<file path="src/rtl/stct_pkg.sv">
`default_nettype none

package stct_pkg;

  // Field widths
  localparam int unsigned TIME_W     = 32;
  localparam int unsigned SIZE_W     = 20;
  localparam int unsigned TOTAL_W    = 24;
  localparam int unsigned OUT_CNT_W  = 5;

  // Table depth default
  localparam int unsigned ENTRIES_DEF = 16;

  // Configuration port
  localparam int unsigned APB_ADDR_W  = 3;
  localparam int unsigned APB_DATA_W  = 32;
  localparam logic        REG_SIZE_LIMIT = 1'b0;  // register index, paddr[2]
  localparam logic [TOTAL_W-1:0] SIZE_LIMIT_RESET = 24'd512000;  // 32000 MB

  // Operation codes
  localparam logic KIND_INSERT = 1'b0;
  localparam logic KIND_TRIM   = 1'b1;

  // Controller to datapath commands
  typedef struct packed {
    logic load;       // capture request fields, clear per-request flags
    logic insert;     // insert or reject the captured entry
    logic trim_step;  // drop the largest-time entry
    logic publish;    // load the result register
  } cmd_t;

  // Datapath to controller status
  typedef struct packed {
    logic trim_more;  // table not empty and total above the limit
  } stat_t;

endpackage

`default_nettype wire

</file>
<file path="src/rtl/stct_if.sv">
`default_nettype none

// Request channel
interface stct_in_if;
  import stct_pkg::*;
  logic              valid;
  logic              ready;
  logic              kind;
  logic [TIME_W-1:0] new_time;
  logic [SIZE_W-1:0] new_size;

  modport source (output valid, kind, new_time, new_size, input ready);
  modport sink   (input valid, kind, new_time, new_size, output ready);
endinterface

// Result channel
interface stct_out_if;
  import stct_pkg::*;
  logic                 valid;
  logic                 ready;
  logic [TOTAL_W-1:0]   total_size;
  logic [OUT_CNT_W-1:0] entry_total;
  logic [OUT_CNT_W-1:0] removed_count;
  logic                 rejected;

  modport source (output valid, total_size, entry_total, removed_count, rejected,
                  input ready);
  modport sink   (input valid, total_size, entry_total, removed_count, rejected,
                  output ready);
endinterface

`default_nettype wire

</file>
<file path="src/rtl/stct_ctrl.sv">
`default_nettype none

module stct_ctrl
  import stct_pkg::*;
(
  input  wire logic  clk_i,
  input  wire logic  rst_ni,
  input  wire logic  in_valid_i,
  input  wire logic  in_kind_i,
  output logic       in_ready_o,
  input  wire logic  out_ready_i,
  output logic       out_valid_o,
  input  wire stat_t stat_i,
  output cmd_t       cmd_o
);

  typedef enum logic [1:0] {
    S_IDLE,
    S_INS,
    S_TRIM,
    S_FIN
  } state_e;

  state_e state_q;
  logic   out_valid_q;
  logic   in_acc;
  logic   out_free;

  assign in_acc   = in_valid_i && (state_q == S_IDLE);
  assign out_free = !out_valid_q || out_ready_i;

  // Commands decoded from the current state
  always_comb begin
    cmd_o           = '0;
    cmd_o.load      = in_acc;
    cmd_o.insert    = (state_q == S_INS);
    cmd_o.trim_step = (state_q == S_TRIM) && stat_i.trim_more;
    cmd_o.publish   = (state_q == S_FIN) && out_free;
  end

  // Sequencer and result valid flag
  always_ff @(posedge clk_i or negedge rst_ni) begin
    if (!rst_ni) begin
      state_q     <= S_IDLE;
      out_valid_q <= 1'b0;
    end else begin
      case (state_q)
        S_IDLE: begin
          if (in_acc) begin
            state_q <= (in_kind_i == KIND_TRIM) ? S_TRIM : S_INS;
          end
        end
        S_INS: begin
          state_q <= S_FIN;
        end
        S_TRIM: begin
          if (!stat_i.trim_more) begin
            state_q <= S_FIN;
          end
        end
        S_FIN: begin
          if (out_free) begin
            state_q <= S_IDLE;
          end
        end
        default: begin
          state_q <= S_IDLE;
        end
      endcase

      if (cmd_o.publish) begin
        out_valid_q <= 1'b1;
      end else if (out_ready_i) begin
        out_valid_q <= 1'b0;
      end
    end
  end

  assign in_ready_o  = (state_q == S_IDLE);
  assign out_valid_o = out_valid_q;

endmodule

`default_nettype wire

</file>
<file path="src/rtl/stct_dpath.sv">
`default_nettype none

// Cell chain is stored tail first: cell 0 holds the largest time key,
// so a trim always reads cell 0 and shifts the chain down by one.
module stct_dpath
  import stct_pkg::*;
#(
  parameter int unsigned ENTRIES = ENTRIES_DEF
) (
  input  wire logic                 clk_i,
  input  wire logic                 rst_ni,
  input  wire cmd_t                 cmd_i,
  output stat_t                     stat_o,
  input  wire logic [TIME_W-1:0]    new_time_i,
  input  wire logic [SIZE_W-1:0]    new_size_i,
  input  wire logic [TOTAL_W-1:0]   size_limit_i,
  output logic [TOTAL_W-1:0]        total_size_o,
  output logic [OUT_CNT_W-1:0]      entry_total_o,
  output logic [OUT_CNT_W-1:0]      removed_count_o,
  output logic                      rejected_o
);

  localparam int unsigned CNT_W = $clog2(ENTRIES + 1);

  logic [TIME_W-1:0]  cell_time_q [ENTRIES];
  logic [SIZE_W-1:0]  cell_size_q [ENTRIES];
  logic [TIME_W-1:0]  cell_time_d [ENTRIES];
  logic [SIZE_W-1:0]  cell_size_d [ENTRIES];
  logic [ENTRIES-1:0] ge;

  logic [CNT_W-1:0]   count_q;
  logic [TOTAL_W-1:0] total_q;
  logic [TIME_W-1:0]  req_time_q;
  logic [SIZE_W-1:0]  req_size_q;
  logic [CNT_W-1:0]   removed_q;
  logic               rej_q;

  logic [TOTAL_W:0]   ins_sum;
  logic               full;
  logic               rej;
  logic               cell_we;

  logic [TOTAL_W-1:0]   res_total_q;
  logic [OUT_CNT_W-1:0] res_count_q;
  logic [OUT_CNT_W-1:0] res_removed_q;
  logic                 res_rej_q;

  // Insert checks: table full or total overflow
  assign ins_sum = {1'b0, total_q} + (TOTAL_W + 1)'(req_size_q);
  assign full    = (count_q == CNT_W'(ENTRIES));
  assign rej     = full || ins_sum[TOTAL_W];

  assign stat_o.trim_more = (count_q != '0) && (total_q > size_limit_i);

  // Occupied cells with a key at or above the new key (a prefix from cell 0)
  always_comb begin
    for (int i = 0; i < ENTRIES; i++) begin
      ge[i] = (CNT_W'(i) < count_q) && (cell_time_q[i] >= req_time_q);
    end
  end

  // Next cell contents: open a slot on insert, shift down on trim
  always_comb begin
    cell_time_d = cell_time_q;
    cell_size_d = cell_size_q;
    if (cmd_i.insert) begin
      if (!ge[0]) begin
        cell_time_d[0] = req_time_q;
        cell_size_d[0] = req_size_q;
      end
      for (int i = 1; i < ENTRIES; i++) begin
        if (!ge[i]) begin
          if (ge[i-1]) begin
            cell_time_d[i] = req_time_q;
            cell_size_d[i] = req_size_q;
          end else begin
            cell_time_d[i] = cell_time_q[i-1];
            cell_size_d[i] = cell_size_q[i-1];
          end
        end
      end
    end else begin
      for (int i = 0; i < ENTRIES - 1; i++) begin
        cell_time_d[i] = cell_time_q[i+1];
        cell_size_d[i] = cell_size_q[i+1];
      end
    end
  end

  assign cell_we = (cmd_i.insert && !rej) || cmd_i.trim_step;

  // Cell chain storage
  always_ff @(posedge clk_i) begin
    if (cell_we) begin
      cell_time_q <= cell_time_d;
      cell_size_q <= cell_size_d;
    end
  end

  // Request capture
  always_ff @(posedge clk_i) begin
    if (cmd_i.load) begin
      req_time_q <= new_time_i;
      req_size_q <= new_size_i;
    end
  end

  // Count, total and per-request flags
  always_ff @(posedge clk_i or negedge rst_ni) begin
    if (!rst_ni) begin
      count_q   <= '0;
      total_q   <= '0;
      removed_q <= '0;
      rej_q     <= 1'b0;
    end else begin
      if (cmd_i.load) begin
        removed_q <= '0;
        rej_q     <= 1'b0;
      end else if (cmd_i.insert) begin
        rej_q <= rej;
        if (!rej) begin
          count_q <= count_q + CNT_W'(1);
          total_q <= ins_sum[TOTAL_W-1:0];
        end
      end else if (cmd_i.trim_step) begin
        count_q   <= count_q - CNT_W'(1);
        total_q   <= total_q - TOTAL_W'(cell_size_q[0]);
        removed_q <= removed_q + CNT_W'(1);
      end
    end
  end

  // Result register
  always_ff @(posedge clk_i) begin
    if (cmd_i.publish) begin
      res_total_q   <= total_q;
      res_count_q   <= OUT_CNT_W'(count_q);
      res_removed_q <= OUT_CNT_W'(removed_q);
      res_rej_q     <= rej_q;
    end
  end

  assign total_size_o    = res_total_q;
  assign entry_total_o   = res_count_q;
  assign removed_count_o = res_removed_q;
  assign rejected_o      = res_rej_q;

endmodule

`default_nettype wire

</file>
<file path="src/rtl/sorted_table_capacity_trim.sv">
`default_nettype none

// Sorted table with capacity trim. Holds up to ENTRIES entries (time key, size)
// in ascending time order plus a running size total, in 1/16 MB units. An
// insert request places its entry ahead of all entries with an equal or larger
// key, or is rejected when the table is full or the total would overflow 24
// bits. A trim request drops largest-key entries until the total is at most
// size_limit or the table is empty. Every request yields one result. The table
// is a shifting cell chain: an insert passes S_INS and S_FIN before its result
// is valid; a trim removes entries one per cycle through the tail cell, then
// enters S_FIN. A new request is taken while a result waits in the output
// register. size_limit sits at APB byte address 0 (reset 512000, i.e. 32000 MB);
// the user must write it only while no request is in flight; the block won't check.
module sorted_table_capacity_trim_core
  import stct_pkg::*;
#(
  parameter int unsigned ENTRIES = ENTRIES_DEF
) (
  input  wire logic                  clk_i,
  input  wire logic                  rst_ni,
  stct_in_if.sink                    in_i,
  stct_out_if.source                 out_o,
  input  wire logic                  psel,
  input  wire logic                  penable,
  input  wire logic                  pwrite,
  input  wire logic [APB_ADDR_W-1:0] paddr,
  input  wire logic [APB_DATA_W-1:0] pwdata,
  output logic      [APB_DATA_W-1:0] prdata,
  output logic                       pready
);

  cmd_t               cmd;
  stat_t              stat;
  logic [TOTAL_W-1:0] size_limit_q;
  logic               reg_sel;

  // Register file: one register, size_limit
  assign reg_sel = (paddr[2] == REG_SIZE_LIMIT);
  assign pready  = 1'b1;
  assign prdata  = reg_sel ? APB_DATA_W'(size_limit_q) : '0;

  always_ff @(posedge clk_i or negedge rst_ni) begin
    if (!rst_ni) begin
      size_limit_q <= SIZE_LIMIT_RESET;
    end else if (psel && penable && pwrite && reg_sel) begin
      size_limit_q <= pwdata[TOTAL_W-1:0];
    end
  end

  stct_ctrl u_ctrl (
    .clk_i       (clk_i),
    .rst_ni      (rst_ni),
    .in_valid_i  (in_i.valid),
    .in_kind_i   (in_i.kind),
    .in_ready_o  (in_i.ready),
    .out_ready_i (out_o.ready),
    .out_valid_o (out_o.valid),
    .stat_i      (stat),
    .cmd_o       (cmd)
  );

  stct_dpath #(
    .ENTRIES (ENTRIES)
  ) u_dpath (
    .clk_i           (clk_i),
    .rst_ni          (rst_ni),
    .cmd_i           (cmd),
    .stat_o          (stat),
    .new_time_i      (in_i.new_time),
    .new_size_i      (in_i.new_size),
    .size_limit_i    (size_limit_q),
    .total_size_o    (out_o.total_size),
    .entry_total_o   (out_o.entry_total),
    .removed_count_o (out_o.removed_count),
    .rejected_o      (out_o.rejected)
  );

  // A result still waiting is never overwritten
  assert property (@(posedge clk_i) disable iff (!rst_ni)
    cmd.publish |-> !(out_o.valid && !out_o.ready))
    else $error("result register overwritten while held");

  // An accepted request keeps the input closed for at least the next cycle
  assert property (@(posedge clk_i) disable iff (!rst_ni)
    (in_i.valid && in_i.ready) |=> !in_i.ready)
    else $error("input reopened right after accept");

  // A rejected insert never reports removals
  assert property (@(posedge clk_i) disable iff (!rst_ni)
    (out_o.valid && out_o.rejected) |-> (out_o.removed_count == '0))
    else $error("rejected result carries a removed count");

  // Only one command at a time reaches the datapath
  assert property (@(posedge clk_i) disable iff (!rst_ni)
    $onehot0({cmd.load, cmd.insert, cmd.trim_step, cmd.publish}))
    else $error("conflicting datapath commands");

endmodule

`default_nettype wire
</file>
<file path="src/flat_wrapper.sv">
// flat-port wrapper written by rule: the top's interface ports become plain ports
module sorted_table_capacity_trim_core_flat import stct_pkg::*;
#(
  parameter int unsigned ENTRIES = ENTRIES_DEF
)
  (clk_i, rst_ni, psel, penable, pwrite, paddr, pwdata, prdata, pready, in_i_valid, in_i_kind, in_i_new_time, in_i_new_size, in_i_ready, out_o_valid, out_o_total_size, out_o_entry_total, out_o_removed_count, out_o_rejected, out_o_ready);
  stct_in_if in_i_i ();
  stct_out_if out_o_i ();
  input  wire logic clk_i;
  input  wire logic rst_ni;
  input  wire logic psel;
  input  wire logic penable;
  input  wire logic pwrite;
  input  wire logic [APB_ADDR_W-1:0] paddr;
  input  wire logic [APB_DATA_W-1:0] pwdata;
  output logic      [APB_DATA_W-1:0] prdata;
  output logic pready;
  input wire logic [$bits(in_i_i.valid)-1:0] in_i_valid;
  input wire logic [$bits(in_i_i.kind)-1:0] in_i_kind;
  input wire logic [$bits(in_i_i.new_time)-1:0] in_i_new_time;
  input wire logic [$bits(in_i_i.new_size)-1:0] in_i_new_size;
  output wire logic [$bits(in_i_i.ready)-1:0] in_i_ready;
  output wire logic [$bits(out_o_i.valid)-1:0] out_o_valid;
  output wire logic [$bits(out_o_i.total_size)-1:0] out_o_total_size;
  output wire logic [$bits(out_o_i.entry_total)-1:0] out_o_entry_total;
  output wire logic [$bits(out_o_i.removed_count)-1:0] out_o_removed_count;
  output wire logic [$bits(out_o_i.rejected)-1:0] out_o_rejected;
  input wire logic [$bits(out_o_i.ready)-1:0] out_o_ready;
  assign in_i_i.valid = in_i_valid;
  assign in_i_i.kind = in_i_kind;
  assign in_i_i.new_time = in_i_new_time;
  assign in_i_i.new_size = in_i_new_size;
  assign in_i_ready = in_i_i.ready;
  assign out_o_valid = out_o_i.valid;
  assign out_o_total_size = out_o_i.total_size;
  assign out_o_entry_total = out_o_i.entry_total;
  assign out_o_removed_count = out_o_i.removed_count;
  assign out_o_rejected = out_o_i.rejected;
  assign out_o_i.ready = out_o_ready;
  sorted_table_capacity_trim_core #(.ENTRIES(ENTRIES)) u_core (.clk_i(clk_i), .rst_ni(rst_ni), .in_i(in_i_i), .out_o(out_o_i), .psel(psel), .penable(penable), .pwrite(pwrite), .paddr(paddr), .pwdata(pwdata), .prdata(prdata), .pready(pready));
endmodule
</file>
<file path="config.mk">
export PLATFORM = sky130hd
export DESIGN_NAME = sorted_table_capacity_trim_core_flat
export DESIGN_NICKNAME = d
export VERILOG_FILES = /design/src/rtl/stct_pkg.sv /design/src/rtl/stct_if.sv /design/src/rtl/stct_ctrl.sv /design/src/rtl/stct_dpath.sv /design/src/rtl/sorted_table_capacity_trim.sv /design/src/flat_wrapper.sv
export SDC_FILE = /design/constraint.sdc
export NUM_CORES = 2
export LEC_CHECK = 0
export ABC_AREA = 1
export BUFFER_PORTS_ARGS = -buffer_cell sky130_fd_sc_hd__buf_4
export CORE_UTILIZATION = 30
export DETAILED_ROUTE_END_ITERATION = 10
export HOLD_SLACK_MARGIN = 0.03
export MAX_ROUTING_LAYER = met4
export SLEW_MARGIN = 5
export SYNTH_ARGS = -nofsm -noshare
export SYNTH_HDL_FRONTEND = slang
export SYNTH_SLANG_ARGS = --single-unit
</file>
<file path="constraint.sdc">
create_clock -name clk_i -period 8.31 [get_ports clk_i]
set_input_delay 0.4155 -clock clk_i [delete_from_list [all_inputs] [get_ports clk_i]]
set_output_delay 0.4155 -clock clk_i [all_outputs]
set_load 0.02 [all_outputs]
</file>
# Word-level counts from Yosys, hierarchy flattened
# Index checks and enable logic that the tools add are counted.
# op_classes
addsub	5
n_lt_le_gt_ge	33
n_eq_ne	24
muxes	81
bitwise_logic	3
n_reduce_logical	54
# ops
cell	n
$mux W32	30
$mux W20	30
$ge A32 B32 Y1	16
$mux W480	1
$mux W300	1
$mux W24	4
$lt A4 B5 Y1 const A	8
$ne A2 B2 Y1 const B	18
$reduce_and A2 Y1	16
$mux W5	6
$add A24 B20 Y25	1
$gt A24 B24 Y1	1
$logic_and A1 B1 Y1	24
$sub A24 B20 Y24	1
$lt A3 B5 Y1 const A	4
$add A5 B1 Y5 const B	2
$lt A1 B5 Y1 const A	2
$lt A2 B5 Y1 const A	2
$reduce_and A3 Y1	3
$mux W2	4
$pmux W2 S4	1
$reduce_bool A2 Y1	4
$eq A5 B5 Y1 const B	1
$reduce_bool A5 Y1	1
other kinds (9)	19
# word_totals
register_bits	981
in_bits	95
output_inout_bits	70
elab_cells	245

# Longest topological paths before layout
# logic_depth
depth_word	6
ltp_mapped	18
depth_no_buf	17

# Hierarchy
# A second synthesis with hierarchy kept.
# hier_totals
cells_unflattened	8996
area_unflattened_um2	67835.1
# by_module_without_submodules
mod	n_inst	cells_per_inst	area_per_inst_um2	seq_area_each_um2
stct_dpath	1	8789	66308.6	28472.3
sorted_table_capacity_trim_core	1	169	1275.0	608.1
stct_ctrl	1	38	251.5	75.1

# Least setup slack after synthesis
# Ideal clock, no wire load.
# synth_path
kind	reg-to-reg
start	register u_core.u_dpath.req_time_q[19]
end	register u_core.u_dpath.cell_size_q[0] (netlist bit), enable pin
setup_time_ns	0.479
t_arrival_ns	4.629
required_ns	7.831
setup_slack_ns	3.202
stages_incl_launch_ff	10
path_buffers	1
synth_period_minus_slack_ns	5.108
cell_sequence	edfxtp_1 inv_1 clkbuf_1 ha_1 a21o_1 o21bai_1 a21oi_1 nor3_1 nand3_1 a21oi_1
# synth_via
elab_chain_len	4
# synth_lines
element	line	source
start, declared	stct_dpath.sv:33	logic [TIME_W-1:0] req_time_q;
start signal, assigned	stct_dpath.sv:103	req_time_q <= new_time_i;
$ge A32 B32 Y1	stct_dpath.sv:58	ge[i] = (CNT_W'(i) < count_q) && (cell_time_q[i] >= req_time_q);
$logic_and A1 B1 Y1	stct_dpath.sv:58	
$not A1 Y1 (no source line)	n/a	
$reduce_and A3 Y1 (no source line)	n/a	
end signal, assigned	stct_dpath.sv:96	cell_size_q <= cell_size_d;
end, declared	stct_dpath.sv:26	logic [SIZE_W-1:0] cell_size_q [ENTRIES];
# No other way between the ends.
# A chain may end at the register's enable or synchronous reset.

# Worst setup path in the final report
# layout_path
start	register u_core.u_dpath.req_time_q[2]
end	register u_core.u_dpath.cell_time_q[32] (netlist bit), enable pin
# layout_via
elab_chain_len	4
# layout_lines
element	line	source
$ge A32 B32 Y1	stct_dpath.sv:58	
$logic_and A1 B1 Y1	stct_dpath.sv:58	
$ne A2 B2 Y1 (no source line)	n/a	
$reduce_and A2 Y1 (no source line)	n/a	
end signal, assigned	stct_dpath.sv:95	cell_time_q <= cell_time_d;
end, declared	stct_dpath.sv:25	logic [TIME_W-1:0] cell_time_q [ENTRIES];
# No other way between the ends.

==> flow_summary.json <==
{
  "slew_headroom_pct": 9.576,
  "cts_sinks": 981,
  "required_ns": 8.69,
  "hpwl_mm": 162.9,
  "finalSetupViolCount": 0,
  "ios": 165,
  "combPwrFrac_pct": 54.2,
  "syn_area_sq_um": 67570,
  "internal_power_mw": 18.22,
  "hold_violations": 0,
  "skew_ns": 0.03198,
  "drc_errors": 0,
  "cts_root_buf": "clkbuf_16",
  "grt_usage_pct": 21.54,
  "crit_fanout": 52,
  "synthDistinctLibCells": 50,
  "postSynthAreaPerCell_sq_um": 7.642,
  "drv_slew": 0,
  "coreArea_sq_um": 223000,
  "dieArea_sq_um": 227100,
  "cts_hold_buf": 78,
  "via_per_inst": 5.247,
  "ys_seq_area_share_pct": 43.15,
  "final_antenna_net_count": 0,
  "instances_no_fill": 11880,
  "power.density_nw_per_um2": 490.1,
  "power_frac_seq_pct": 32.1,
  "start_kind": "flip-flop",
  "whs_ns": 0.1169,
  "switching_share_pct": 51.03,
  "fillCellCount": 23470,
  "cts_inserted_buffers": 107,
  "power_switching_mw": 18.98,
  "cp-endpoint": "u_core.u_dpath.cell_time_q[32]",
  "leakage_nw": 36.72,
  "fin_crit_sh_pct": 64.09,
  "final_cell_mix": "nand2_1, nand3_1, inv_1",
  "place_inst": 11610,
  "drt_iter0_markers": 6614,
  "drive_gt1_share_pct": 6.187,
  "synthToLayoutAreaGrowth_pct": 12.34,
  "cts_setup_buffers": 0,
  "vias": 62350,
  "reg2reg_to": "u_core.u_dpath.cell_time_q[32]",
  "power_mw": 37.20,
  "grt_pass1_vias": 61050,
  "path_class": "flip-flop to flip-flop",
  "wl_per_cell_microns": 20.67,
  "grt_max_degree": 193,
  "die_x_microns": 476.6,
  "finalSetupTns_ns": 0,
  "cp-startpoint": "u_core.u_dpath.req_time_q[2]",
  "worst_pin_slew_ns": 1.344,
  "fin_crit_ns": 5.326,
  "yosysWarnings": 0,
  "overflow": 0,
  "r2r_slack_ns": 2.98,
  "cap_violations": 0,
  "critPathArrivalTime_ns": 5.70,
  "fmax_mhz": 187.8,
  "status": "finished, final reports clean",
  "layout.nets": 9501,
  "routabilityCongestion": 0.9305,
  "clock_latency_ns": 0.78,
  "firstDrtPassIters": 6,
  "row_count": 173,
  "worst_setup_path_end_kind": "flip-flop",
  "die_h_microns": 476.6,
  "clock_path_buffers": 3,
  "grt_first_pass_wirelength_mm": 369.9,
  "ys_ff_latch": 981,
  "layout_commonest_cell": "nand2_1",
  "pwr-share-clk_pct": 13.7,
  "io_buffers": 145,
  "synthCells": 8842,
  "htreeDepth": 3,
  "min_path_type": "input pin to flip-flop",
  "cts_resized": 0,
  "antenna_found_initial": 3,
  "vdd_drop_max_mv": 0.2782,
  "clkTransAtPathRegs_ns": 0.06,
  "start_util_pct": 30.31,
  "tritoncts": "built",
  "r2r_start": "u_core.u_dpath.req_time_q[2]",
  "min-delay-start": "out_o_ready",
  "routed_wl_mm": 245.6,
  "rsz0062_at_grt": "false",
  "reg2regPathDepth": 12
}
power groups by stage:
stage          clock network [mW]  registers (mW)  logic, mW
2_1_floorplan                   0            10.9       13.7
3_3_place_gp                    0            11.9       19.3
3_5_place_dp                    0            11.9       19.8
4_1_cts                      5.15            11.9       19.9
5_1_grt                      5.32            12.1       22.4
6_report                     5.10            11.9       20.2
cells in the mapped netlist (all sizes together):
cell type,count,area [sq um]
nor3b,1,7.510
a31oi,1,21.27
edfxtp,919,27600
o31ai,1,7.510
dfstp,6,157.7
clkinv,1,3.750
nand2,3162,12010
dfrtp,56,1401
xnor2,4,35.03
nor4,14,93.84
a21boi,4,30.03
nand4,68,425.4
o22ai,2,12.51
o21a,19,142.6
a41oi,1,8.760
nand3b,13,97.59
o21ai,174,870.8
ha,586,7332
and3,1,6.260
clkbuf,326,1224
nor3,22,115.1
a21oi,305,1534
buf,162,850.8
nor2,242,947.2
o21bai,8,60.06
fa,2,40.04
and2,2,12.51
conb,2,7.510
o211ai,21,157.7
nand3,1630,8168
xor2,13,113.9
or2,3,18.77
inv,1062,3989
a21o,9,67.56
worst min-delay path by stage:
stage / cells after the start / slack (ns) / to
2_1_floorplan: 0 / 0.12 / u_core.size_limit_q[0]
3_3_place_gp: 0 / 0.49 / u_core.u_dpath.removed_count_o[4]
3_5_place_dp: 0 / 0.50 / u_core.u_dpath.rejected_o
4_1_cts: 4 / 0.06 / u_core.u_ctrl.out_valid_o
5_1_grt: 4 / 0.12 / u_core.u_ctrl.out_valid_o
6_report: 4 / 0.12 / u_core.u_ctrl.out_valid_o
critical path: stages (launching register included):
cell	delay, ns
edfxtp_1	0.41
inv_1	0.72
buf_4	0.48
ha_1	0.18
nand2_1	0.06
nor4_1	1.12
nand2_1	0.16
nand3_2	0.45
buf_4	0.55
nand3_1	0.13
nand2_1	0.11
inv_2	0.04
buf_4	0.38
logic make-up (layout without fill, tap and decap cells):
| group | after synthesis | in the layout | synth area share, % |
|---|---|---|---|
| buffers and inverters | 1551 | 1608 | 8.979 |
| other | 2 | 10 | 0.01111 |
| xor gates and xnor gates | 17 | 17 | 0.2203 |
| AOI/OAI and AO/OA | 545 | 545 | 4.311 |
| adders and majority gates | 588 | 588 | 10.91 |
| DFF | 981 | 981 | 43.15 |
| and+or+nand+nor | 5158 | 5158 | 32.42 |
state kept, by name (all words and copies together), names as in the netlist:
register,count
u_core.u_dpath.count_q,5
u_core.u_ctrl.state_q,2
u_core.u_dpath.req_size_q,20
u_core.u_dpath.removed_count_o,5
u_core.u_dpath.cell_time_q,512
u_core.u_ctrl.out_valid_o,1
u_core.u_dpath.rej_q,1
u_core.u_dpath.total_q,24
u_core.u_dpath.entry_total_o,5
u_core.u_dpath.req_time_q,32
u_core.u_dpath.cell_size_q,320
u_core.u_dpath.total_size_o,24
u_core.u_dpath.rejected_o,1
u_core.u_dpath.removed_q,5
u_core.size_limit_q,24
final cells by class:
| type | count | area, sq um | share of cell area (%) |
|---|---|---|---|
| multi-input combinational | 6317 | 32540 | 42.87 |
| sequential | 981 | 29160 | 38.41 |
| inverter | 1063 | 4004 | 5.275 |
| tap | 2975 | 3722 | 4.904 |
| clock buffer | 136 | 2942 | 3.875 |
| timing repair buffer | 348 | 2878 | 3.791 |
| clock inverter | 61 | 661.9 | 0.8720 |
| antenna | 1 | 2.502 | 0.003297 |
routing by layer:
metal  vias to the layer above  global-route usage [%]  wire length (microns)
li1                      29080                       -                      -
met1                     30200                   27.80                 104500
met2                      2569                   34.75                 114600
met3                       496                   2.722                  17900
met4                         0                   7.243                   8656
met5                         -                       -                      0
stage by stage:
step	instance area [sq um]	utilization, %	setup WS [ns]
CTS	75910	34.05	3.238
finish	75910	34.05	2.984
global placement	71490	32.07	3.023
detailed placement	71520	32.08	3.246
floorplan	67600	-	3.202
global route	75910	34.05	3.008
Note: power is estimated with default switching activity, not from simulation.
